--- config.mk ---
export PLATFORM = sky130hd
export DESIGN_NAME = circular_double_ended_queue_core
export DESIGN_NICKNAME = d
export VERILOG_FILES = /design/src/rtl/core/cdeq_pkg.sv /design/src/rtl/core/cdeq_mem.sv /design/src/rtl/core/circular_double_ended_queue_core.sv
export SDC_FILE = /design/constraint.sdc
export NUM_CORES = 1
export LEC_CHECK = 0
export ABC_AREA = 1
export BUFFER_PORTS_ARGS = -buffer_cell sky130_fd_sc_hd__buf_2
export CORE_MARGIN = 2
export CORE_UTILIZATION = 64
export DETAILED_ROUTE_END_ITERATION = 16
export HOLD_SLACK_MARGIN = 0.12
export PLACE_DENSITY = 0.85
export SETUP_SLACK_MARGIN = 0.5
export SLEW_MARGIN = 5
export SYNTH_ARGS = -nofsm -noshare
export SYNTH_HDL_FRONTEND = slang
export SYNTH_SLANG_ARGS = --single-unit
--- constraint.sdc ---
create_clock -name clk -period 6.4 [get_ports clk]
set_clock_uncertainty 0.2 [all_clocks]
set_input_delay 0 -clock clk [delete_from_list [all_inputs] [get_ports clk]]
set_output_delay 0 -clock clk [all_outputs]
set_load 0.01 [all_outputs]
--- src/rtl/core/cdeq_pkg.sv ---
// Shared types and codes for the circular double-ended queue.
package cdeq_pkg;

    localparam int WORD_W   = 32;
    localparam int MODE_W   = 2;
    localparam int STATUS_W = 2;

    typedef logic signed [WORD_W-1:0] word_t;
    typedef logic [MODE_W-1:0]        mode_t;
    typedef logic [STATUS_W-1:0]      status_t;

    // Operation codes carried on the mode field.
    localparam mode_t MODE_PUSH_LEFT  = 2'd0;
    localparam mode_t MODE_POP_LEFT   = 2'd1;
    localparam mode_t MODE_PUSH_RIGHT = 2'd2;
    localparam mode_t MODE_POP_RIGHT  = 2'd3;

    // Result status codes.
    localparam status_t STATUS_DONE  = 2'd0;
    localparam status_t STATUS_FULL  = 2'd1;
    localparam status_t STATUS_EMPTY = 2'd2;

endpackage

--- src/rtl/core/cdeq_mem.sv ---
// Word store of the queue: one write port and one registered read port.
module cdeq_mem #(
    parameter int DEPTH = 16,
    parameter int IDX_W = 4
) (
    input  logic              clk,
    input  logic              wr_en,
    input  logic [IDX_W-1:0]  wr_addr,
    input  cdeq_pkg::word_t   wr_data,
    input  logic              rd_en,
    input  logic [IDX_W-1:0]  rd_addr,
    output cdeq_pkg::word_t   rd_data
);

    cdeq_pkg::word_t mem_array [DEPTH];
    cdeq_pkg::word_t rd_data_reg;

    always_ff @(posedge clk)
    begin
        if (wr_en)
        begin
            mem_array[wr_addr] <= wr_data;
        end
    end

    // The read data is registered, so it appears in the cycle after the address.
    always_ff @(posedge clk)
    begin
        if (rd_en)
        begin
            rd_data_reg <= mem_array[rd_addr];
        end
    end

    assign rd_data = rd_data_reg;

endmodule

--- src/rtl/core/circular_double_ended_queue_core.sv ---
// Top level of the circular double-ended queue of signed 32-bit words.
// Usage: each input beat on the in channel (in_valid / in_stall) carries one
// operation in mode (push left, pop left, push right, pop right) and, for
// pushes, the word in push_word. Each accepted beat produces exactly one
// result beat on the out channel (out_valid / out_stall) with the status,
// the count after the operation, empty and full flags, and the words at
// both ends (zero when the queue is empty).
// Sequencing: a push, a refused operation and a pop that empties the queue
// load the result register directly, and the next beat may be accepted in
// the following cycle unless a waiting result is stalled. A pop that leaves
// words behind goes through the fetch state, because the new end word must
// be fetched from the synchronous word store, whose read data arrives in the
// cycle after the address; the block stalls its input during that fetch. The
// words at both ends are kept in registers, so a push never needs a read.
// Reset: rst_n clears the indexes, the count and the output valid. The word
// store is not cleared and needs no clearing pass, as only written entries
// are ever read.
// Back-pressure: the result sits in an output register. A new beat is still
// accepted while that register drains in the same cycle; while the receiver
// stalls a waiting result, in_stall is held high and the result is held.
module circular_double_ended_queue_core #(
    parameter int DEPTH = 16,
    localparam int IDX_W = (DEPTH > 1) ? $clog2(DEPTH) : 1,
    localparam int CNT_W = $clog2(DEPTH + 1)
) (
    input  logic                       clk,
    input  logic                       rst_n,
    input  logic                       in_valid,
    output logic                       in_stall,
    input  cdeq_pkg::mode_t            mode,
    input  cdeq_pkg::word_t            push_word,
    output logic                       out_valid,
    input  logic                       out_stall,
    output cdeq_pkg::status_t          status,
    output logic [CNT_W-1:0]           count,
    output logic                       is_empty,
    output logic                       is_full,
    output cdeq_pkg::word_t            front_word,
    output cdeq_pkg::word_t            back_word
);

    localparam logic [IDX_W-1:0] LAST_IDX = IDX_W'(DEPTH - 1);
    localparam logic [IDX_W-1:0] ZERO_IDX = '0;
    localparam logic [CNT_W-1:0] FULL_CNT = CNT_W'(DEPTH);
    localparam logic [CNT_W-1:0] ZERO_CNT = '0;
    localparam logic [CNT_W-1:0] ONE_CNT  = CNT_W'(1);

    // Sequencer states: taking beats, or waiting for an end word from the store.
    localparam logic S_IDLE  = 1'b0;
    localparam logic S_FETCH = 1'b1;

    logic                 state_reg, state_next;
    logic [IDX_W-1:0]     left_reg, left_next;
    logic [IDX_W-1:0]     right_reg, right_next;
    logic [CNT_W-1:0]     count_reg, count_next;
    cdeq_pkg::word_t      front_reg, front_next;
    cdeq_pkg::word_t      back_reg, back_next;
    logic                 pend_left_reg, pend_left_next;

    logic                 out_valid_reg, out_valid_next;
    cdeq_pkg::status_t    status_out_reg, status_out_next;
    logic [CNT_W-1:0]     count_out_reg, count_out_next;
    cdeq_pkg::word_t      front_out_reg, front_out_next;
    cdeq_pkg::word_t      back_out_reg, back_out_next;

    logic                 accept;
    logic                 is_push;
    logic                 is_left;
    logic                 q_empty;
    logic                 q_full;
    logic                 load_out;
    cdeq_pkg::status_t    status_now;
    logic [IDX_W-1:0]     left_out_idx, left_in_idx;
    logic [IDX_W-1:0]     right_out_idx, right_in_idx;

    logic                 mem_wr_en;
    logic [IDX_W-1:0]     mem_wr_addr;
    logic                 mem_rd_en;
    logic [IDX_W-1:0]     mem_rd_addr;
    cdeq_pkg::word_t      mem_rd_data;

    cdeq_mem #(
        .DEPTH (DEPTH),
        .IDX_W (IDX_W)
    ) u_mem (
        .clk     (clk),
        .wr_en   (mem_wr_en),
        .wr_addr (mem_wr_addr),
        .wr_data (push_word),
        .rd_en   (mem_rd_en),
        .rd_addr (mem_rd_addr),
        .rd_data (mem_rd_data)
    );

    // The input is held off during a fetch and while a result waits stalled.
    assign in_stall = (state_reg == S_FETCH) || (out_valid_reg && out_stall);
    assign accept   = in_valid && !in_stall;

    assign is_push = (mode == cdeq_pkg::MODE_PUSH_LEFT) || (mode == cdeq_pkg::MODE_PUSH_RIGHT);
    assign is_left = (mode == cdeq_pkg::MODE_PUSH_LEFT) || (mode == cdeq_pkg::MODE_POP_LEFT);
    assign q_empty = (count_reg == ZERO_CNT);
    assign q_full  = (count_reg == FULL_CNT);

    // Neighbouring slots with wrap-round; the depth need not be a power of two.
    assign left_out_idx  = (left_reg == ZERO_IDX) ? LAST_IDX : left_reg - 1'b1;
    assign left_in_idx   = (left_reg == LAST_IDX) ? ZERO_IDX : left_reg + 1'b1;
    assign right_out_idx = (right_reg == LAST_IDX) ? ZERO_IDX : right_reg + 1'b1;
    assign right_in_idx  = (right_reg == ZERO_IDX) ? LAST_IDX : right_reg - 1'b1;

    always_comb
    begin
        state_next      = state_reg;
        left_next       = left_reg;
        right_next      = right_reg;
        count_next      = count_reg;
        front_next      = front_reg;
        back_next       = back_reg;
        pend_left_next  = pend_left_reg;
        out_valid_next  = out_valid_reg && out_stall;
        status_out_next = status_out_reg;
        count_out_next  = count_out_reg;
        front_out_next  = front_out_reg;
        back_out_next   = back_out_reg;
        mem_wr_en       = 1'b0;
        mem_wr_addr     = left_reg;
        mem_rd_en       = 1'b0;
        mem_rd_addr     = left_in_idx;
        load_out        = 1'b0;
        status_now      = cdeq_pkg::STATUS_DONE;

        case (state_reg)
            S_IDLE:
            begin
                if (accept)
                begin
                    if (is_push)
                    begin
                        load_out = 1'b1;
                        if (q_full)
                        begin
                            status_now = cdeq_pkg::STATUS_FULL;
                        end
                        else if (q_empty)
                        begin
                            // First word goes to the pushed end's slot; both ends meet there.
                            mem_wr_en   = 1'b1;
                            mem_wr_addr = is_left ? left_reg : right_reg;
                            left_next   = mem_wr_addr;
                            right_next  = mem_wr_addr;
                            count_next  = ONE_CNT;
                            front_next  = push_word;
                            back_next   = push_word;
                        end
                        else if (is_left)
                        begin
                            mem_wr_en   = 1'b1;
                            mem_wr_addr = left_out_idx;
                            left_next   = left_out_idx;
                            count_next  = count_reg + 1'b1;
                            front_next  = push_word;
                        end
                        else
                        begin
                            mem_wr_en   = 1'b1;
                            mem_wr_addr = right_out_idx;
                            right_next  = right_out_idx;
                            count_next  = count_reg + 1'b1;
                            back_next   = push_word;
                        end
                    end
                    else if (q_empty)
                    begin
                        load_out   = 1'b1;
                        status_now = cdeq_pkg::STATUS_EMPTY;
                    end
                    else
                    begin
                        count_next = count_reg - 1'b1;
                        if (is_left)
                        begin
                            left_next   = left_in_idx;
                            mem_rd_addr = left_in_idx;
                        end
                        else
                        begin
                            right_next  = right_in_idx;
                            mem_rd_addr = right_in_idx;
                        end
                        if (count_reg == ONE_CNT)
                        begin
                            load_out = 1'b1;
                        end
                        else
                        begin
                            // The new end word has to come from the store.
                            mem_rd_en      = 1'b1;
                            pend_left_next = is_left;
                            state_next     = S_FETCH;
                        end
                    end
                end
            end
            S_FETCH:
            begin
                if (pend_left_reg)
                begin
                    front_next = mem_rd_data;
                end
                else
                begin
                    back_next = mem_rd_data;
                end
                load_out   = 1'b1;
                state_next = S_IDLE;
            end
            default:
            begin
                state_next = S_IDLE;
            end
        endcase

        if (load_out)
        begin
            out_valid_next  = 1'b1;
            status_out_next = status_now;
            count_out_next  = count_next;
            front_out_next  = (count_next == ZERO_CNT) ? '0 : front_next;
            back_out_next   = (count_next == ZERO_CNT) ? '0 : back_next;
        end
    end

    always_ff @(posedge clk or negedge rst_n)
    begin
        if (!rst_n)
        begin
            state_reg     <= S_IDLE;
            left_reg      <= '0;
            right_reg     <= '0;
            count_reg     <= '0;
            pend_left_reg <= 1'b0;
            out_valid_reg <= 1'b0;
        end
        else
        begin
            state_reg     <= state_next;
            left_reg      <= left_next;
            right_reg     <= right_next;
            count_reg     <= count_next;
            pend_left_reg <= pend_left_next;
            out_valid_reg <= out_valid_next;
        end
    end

    // End words and the result payload need no reset.
    always_ff @(posedge clk)
    begin
        front_reg      <= front_next;
        back_reg       <= back_next;
        status_out_reg <= status_out_next;
        count_out_reg  <= count_out_next;
        front_out_reg  <= front_out_next;
        back_out_reg   <= back_out_next;
    end

    assign out_valid  = out_valid_reg;
    assign status     = status_out_reg;
    assign count      = count_out_reg;
    assign is_empty   = (count_out_reg == ZERO_CNT);
    assign is_full    = (count_out_reg == FULL_CNT);
    assign front_word = front_out_reg;
    assign back_word  = back_out_reg;

    // The stored count never goes beyond the depth.
    a_count_bound : assert property (@(posedge clk) disable iff (!rst_n)
        count_reg <= FULL_CNT)
        else $error("queue count beyond depth");

    // A pop that leaves words behind always goes through a fetch.
    a_pop_fetch : assert property (@(posedge clk) disable iff (!rst_n)
        (accept && !is_push && (count_reg > ONE_CNT)) |=> (state_reg == S_FETCH))
        else $error("pop did not fetch the new end word");

    // During a fetch the output register is free and the input is held off.
    a_fetch_slot : assert property (@(posedge clk) disable iff (!rst_n)
        (state_reg == S_FETCH) |-> (!out_valid_reg && in_stall))
        else $error("fetch overlaps a pending result");

    // An empty queue reports zero end words.
    a_empty_zero : assert property (@(posedge clk) disable iff (!rst_n)
        (out_valid && is_empty) |-> ((front_word == '0) && (back_word == '0)))
        else $error("empty result carries end words");

endmodule

==> out/qor.txt <==
Yosys cell types - 42
Post-synth top flop - edfxtp_1
Area growth, synth to finish - 11.2%
1st-pass router iterations - 7
Reg-to-Reg Start - state_reg
Critical path's top delay family - simple AND/OR/NAND/NOR gates
End of the critical path - u_mem.rd_data[18]
DIE AREA - 50100 sq um
GPL Wtd Cong - 0.862
RSZ-0062 raised after global routing - false
N_diodes - 0
All-Layer GR Usage - 0.309
Die Wd - 224 um
R2r setup slk - 1.76 ns
Final hold violations - 0
Largest net degree at the start of global routing - 126
Grt ovf - 0
Lkg Pwr - 0.0145 uW
Worst rel slew slack - 0.104
Nets@finish - 3156
Post-detail-place hpwl - 42700 um
Post-Layout Inst Area - 34400 sq um
Top reg by flops - u_mem.mem_array
Max VDD drop - 458 uV
Max reg flops - 512
Resized cells post-CTS - 0
Cells after Synth - 3037
Slowest CP cell - nand2_8
Core area - 47700 sq um
CTS root buf - clkbuf_16
Min-delay src - push_word[0]
R2R Path End - u_mem.rd_data[18]
Crit Path Class - reg -> reg
Seq/Total Area, Yosys - 0.651
CP Capture Type - register
# DRC - 0
TritonCTS clock tree - done
Starting DRT DRC Count - 3543
Synth top area cells - edfxtp_1 (60%), nand3_1 (9.6%), nand2_1 (8.2%), inv_1 (6.2%), dfxtp_1 (4.1%)
Num CTS Buffers - 68
Die Y - 224 um
Async set-reset flop share out of synthesis - 0.0230
CTS sink count - 695
Mapped cell area - 31000 sq um
PortBufs - 112
Crit path largest cell delay - 0.69 ns
Fillcell total - 2978
Syn Nets - 3084
WL/cell - 20.5 um
Worst path required time - 6.56 ns
Seq cells post-synth - 695
Vias/cell - 6.07
Multi-input gate area - 8200 sq um
Worst path depth - 12
CP Launch Type - register
Clock slew seen by the registers of the worst setup and hold paths - 0.07 ns
Initial core utilization - 0.648
Crit path max fanout - 115
Vias in the first global route - 22100
Crit path launch - state_reg
Storage cell area - 20200 sq um
Setup TNS - 0 ns
Worst path arrival time - 4.80 ns
R2r worst-path depth - 12
EDFF count, synth - 615
Final Cycle Share - 0.725
Placed inst area - 31800 sq um
Run status - finished, final reports clean
Fmax - 0.216 GHz
# setup viols final - 0
Share of cells above drive strength 1 - 0.0880
Syn_area_per_cell - 10.2 sq um
DRT antenna net count - 0
Worst-Skew Late Latency - 0.61 ns
Cell accounting for the most synthesized area - edfxtp_1
Max H-tree Level - 3
Initial antenna violation count - 0
Boundary pin count - 113
Yosys warnings - 0
Power density over the cells - 475 nW/um^2
Via count - 22900
Crit path top cell by count - nand3_1
Min-delay worst type - in -> reg
Fin. max-slew vios - 0
CTS max path bufs - 3
Total wire length - 77200 um
Crit-path cells - inv_2 -> buf_4 -> nand4_2 -> nor2_8 -> nand2_8 -> nand2_8 -> buf_4 -> nand2_1 -> nand3_1 -> nand3_1 -> nand3_1 -> nand2_1
Top cell type's share of synthesized area - 0.597
Row count - 80
WP buf/inv - 3
Max cap viols - 0
Min cycle time layout - 4.64 ns
Slew at the pin closest to its max-slew limit - 1.34 ns
First-pass GRT wire length - 120000 um
==> timing repair <==
| item | CTS | global route |
|---|---|---|
| hold buffers | 45 | 0 |
| setup endpoints to repair | 0 | 0 |
| buffers inserted | 0 | 0 |
| endpoints found under the hold margin | 678 | 0 |
==> area by class of cell <==
type	count	area share
clock inverter	27	0.00640
sequential	695	0.586
tap	615	0.0224
clock buffer	93	0.0555
inverter	517	0.0564
timing repair buffer	179	0.0353
multi-input combinational	1648	0.238
==> through the flow <==
stage          hold WS, ns  utilization  power [uW]  cells  setup WS, ns
2_1_floorplan       -0.496            -       10500   3037          2.79
5_1_grt              0.157        0.721       17200   3774          1.46
4_1_cts              0.125        0.720       16200   3773          1.82
3_5_place_dp        -0.236        0.666       12300   3608          1.85
3_3_place_gp        -0.242        0.666       12000   3607          1.95
6_report             0.144        0.721       16300   3774          1.76
==> cell families after synthesis <==
| logic type | Yosys count | synth area share |
|---|---|---|
| adders and majority gates | 9 | 0.00364 |
| buffers and inverters | 694 | 0.0903 |
| xor gates and xnor gates | 7 | 0.00198 |
| DFF | 695 | 0.651 |
| AOI/OAI and AO/OA | 118 | 0.0262 |
| and+or+nand+nor | 1514 | 0.227 |
==> where the power goes <==
part           internal [uW]  switching (uW)
sequential              5820             343
combinational           1860            4460
clock                   2210            1660
total                   9890            6460
==> layer usage <==
| metal | routed length (um) | vias to the layer above | track usage |
|---|---|---|---|
| li1 | - | 10200 | - |
| met1 | 28500 | 10700 | 0.420 |
| met2 | 35900 | 1691 | 0.485 |
| met3 | 10100 | 278 | 0.0702 |
| met4 | 2770 | 0 | 0.131 |
| met5 | 0 | - | 0 |
==> how the worst min path moves through the flow <==
| stage | depth (start not counted) | slack, ns | to |
|---|---|---|---|
| finish | 2 | 0.14 | u_mem.mem_array[12][0] |
| global route | 2 | 0.16 | u_mem.mem_array[12][0] |
| CTS | 2 | 0.12 | u_mem.mem_array[12][0] |
| detailed placement | 1 | -0.24 | count_reg[0] |
| global placement | 1 | -0.24 | out_valid |
| floorplan | 0 | -0.50 | count_reg[0] |
==> Yosys cell counts, types with 3 or more instances <==
master and count:
o22ai_1 3, o21ai_2 3, dfxtp_1 64, nand4_1 5, nand2_2 5, xor2_1 6
buf_1 13, ha_1 9, nor2_1 97, a21oi_1 14, inv_1 511, nand2_1 674
nand3b_1 128, o21ai_1 4, dfrtp_1 16, buf_6 7, o211ai_1 67, nand3_1 592
buf_4 3, edfxtp_1 615, o21ai_0 20, buf_2 102, clkbuf_1 52, inv_2 6
==> layout by cell type (no fill, tap or decap), types with 16 or more instances in the layout <==
cell type      instances
buf_2                112
buf_4                 19
clkbuf_1              16
clkbuf_16             70
dfxtp_1               64
dlygate4sd3_1         45
edfxtp_1             615
inv_1                510
nand2_1              673
nand3_1              592
nand3b_1             128
nor2_1                80
nor2_4                19
o211ai_1              67
o21ai_0               20
==> worst reg2reg max path: cells and delay by family (launching register included) <==
family	cells	cell delay, ns
AND/OR/NAND/NOR	9	2.60
buffers and inverters	3	1.22
flip-flops	1	0.41
No activity file was read; power rests on OpenSTA's default activity.
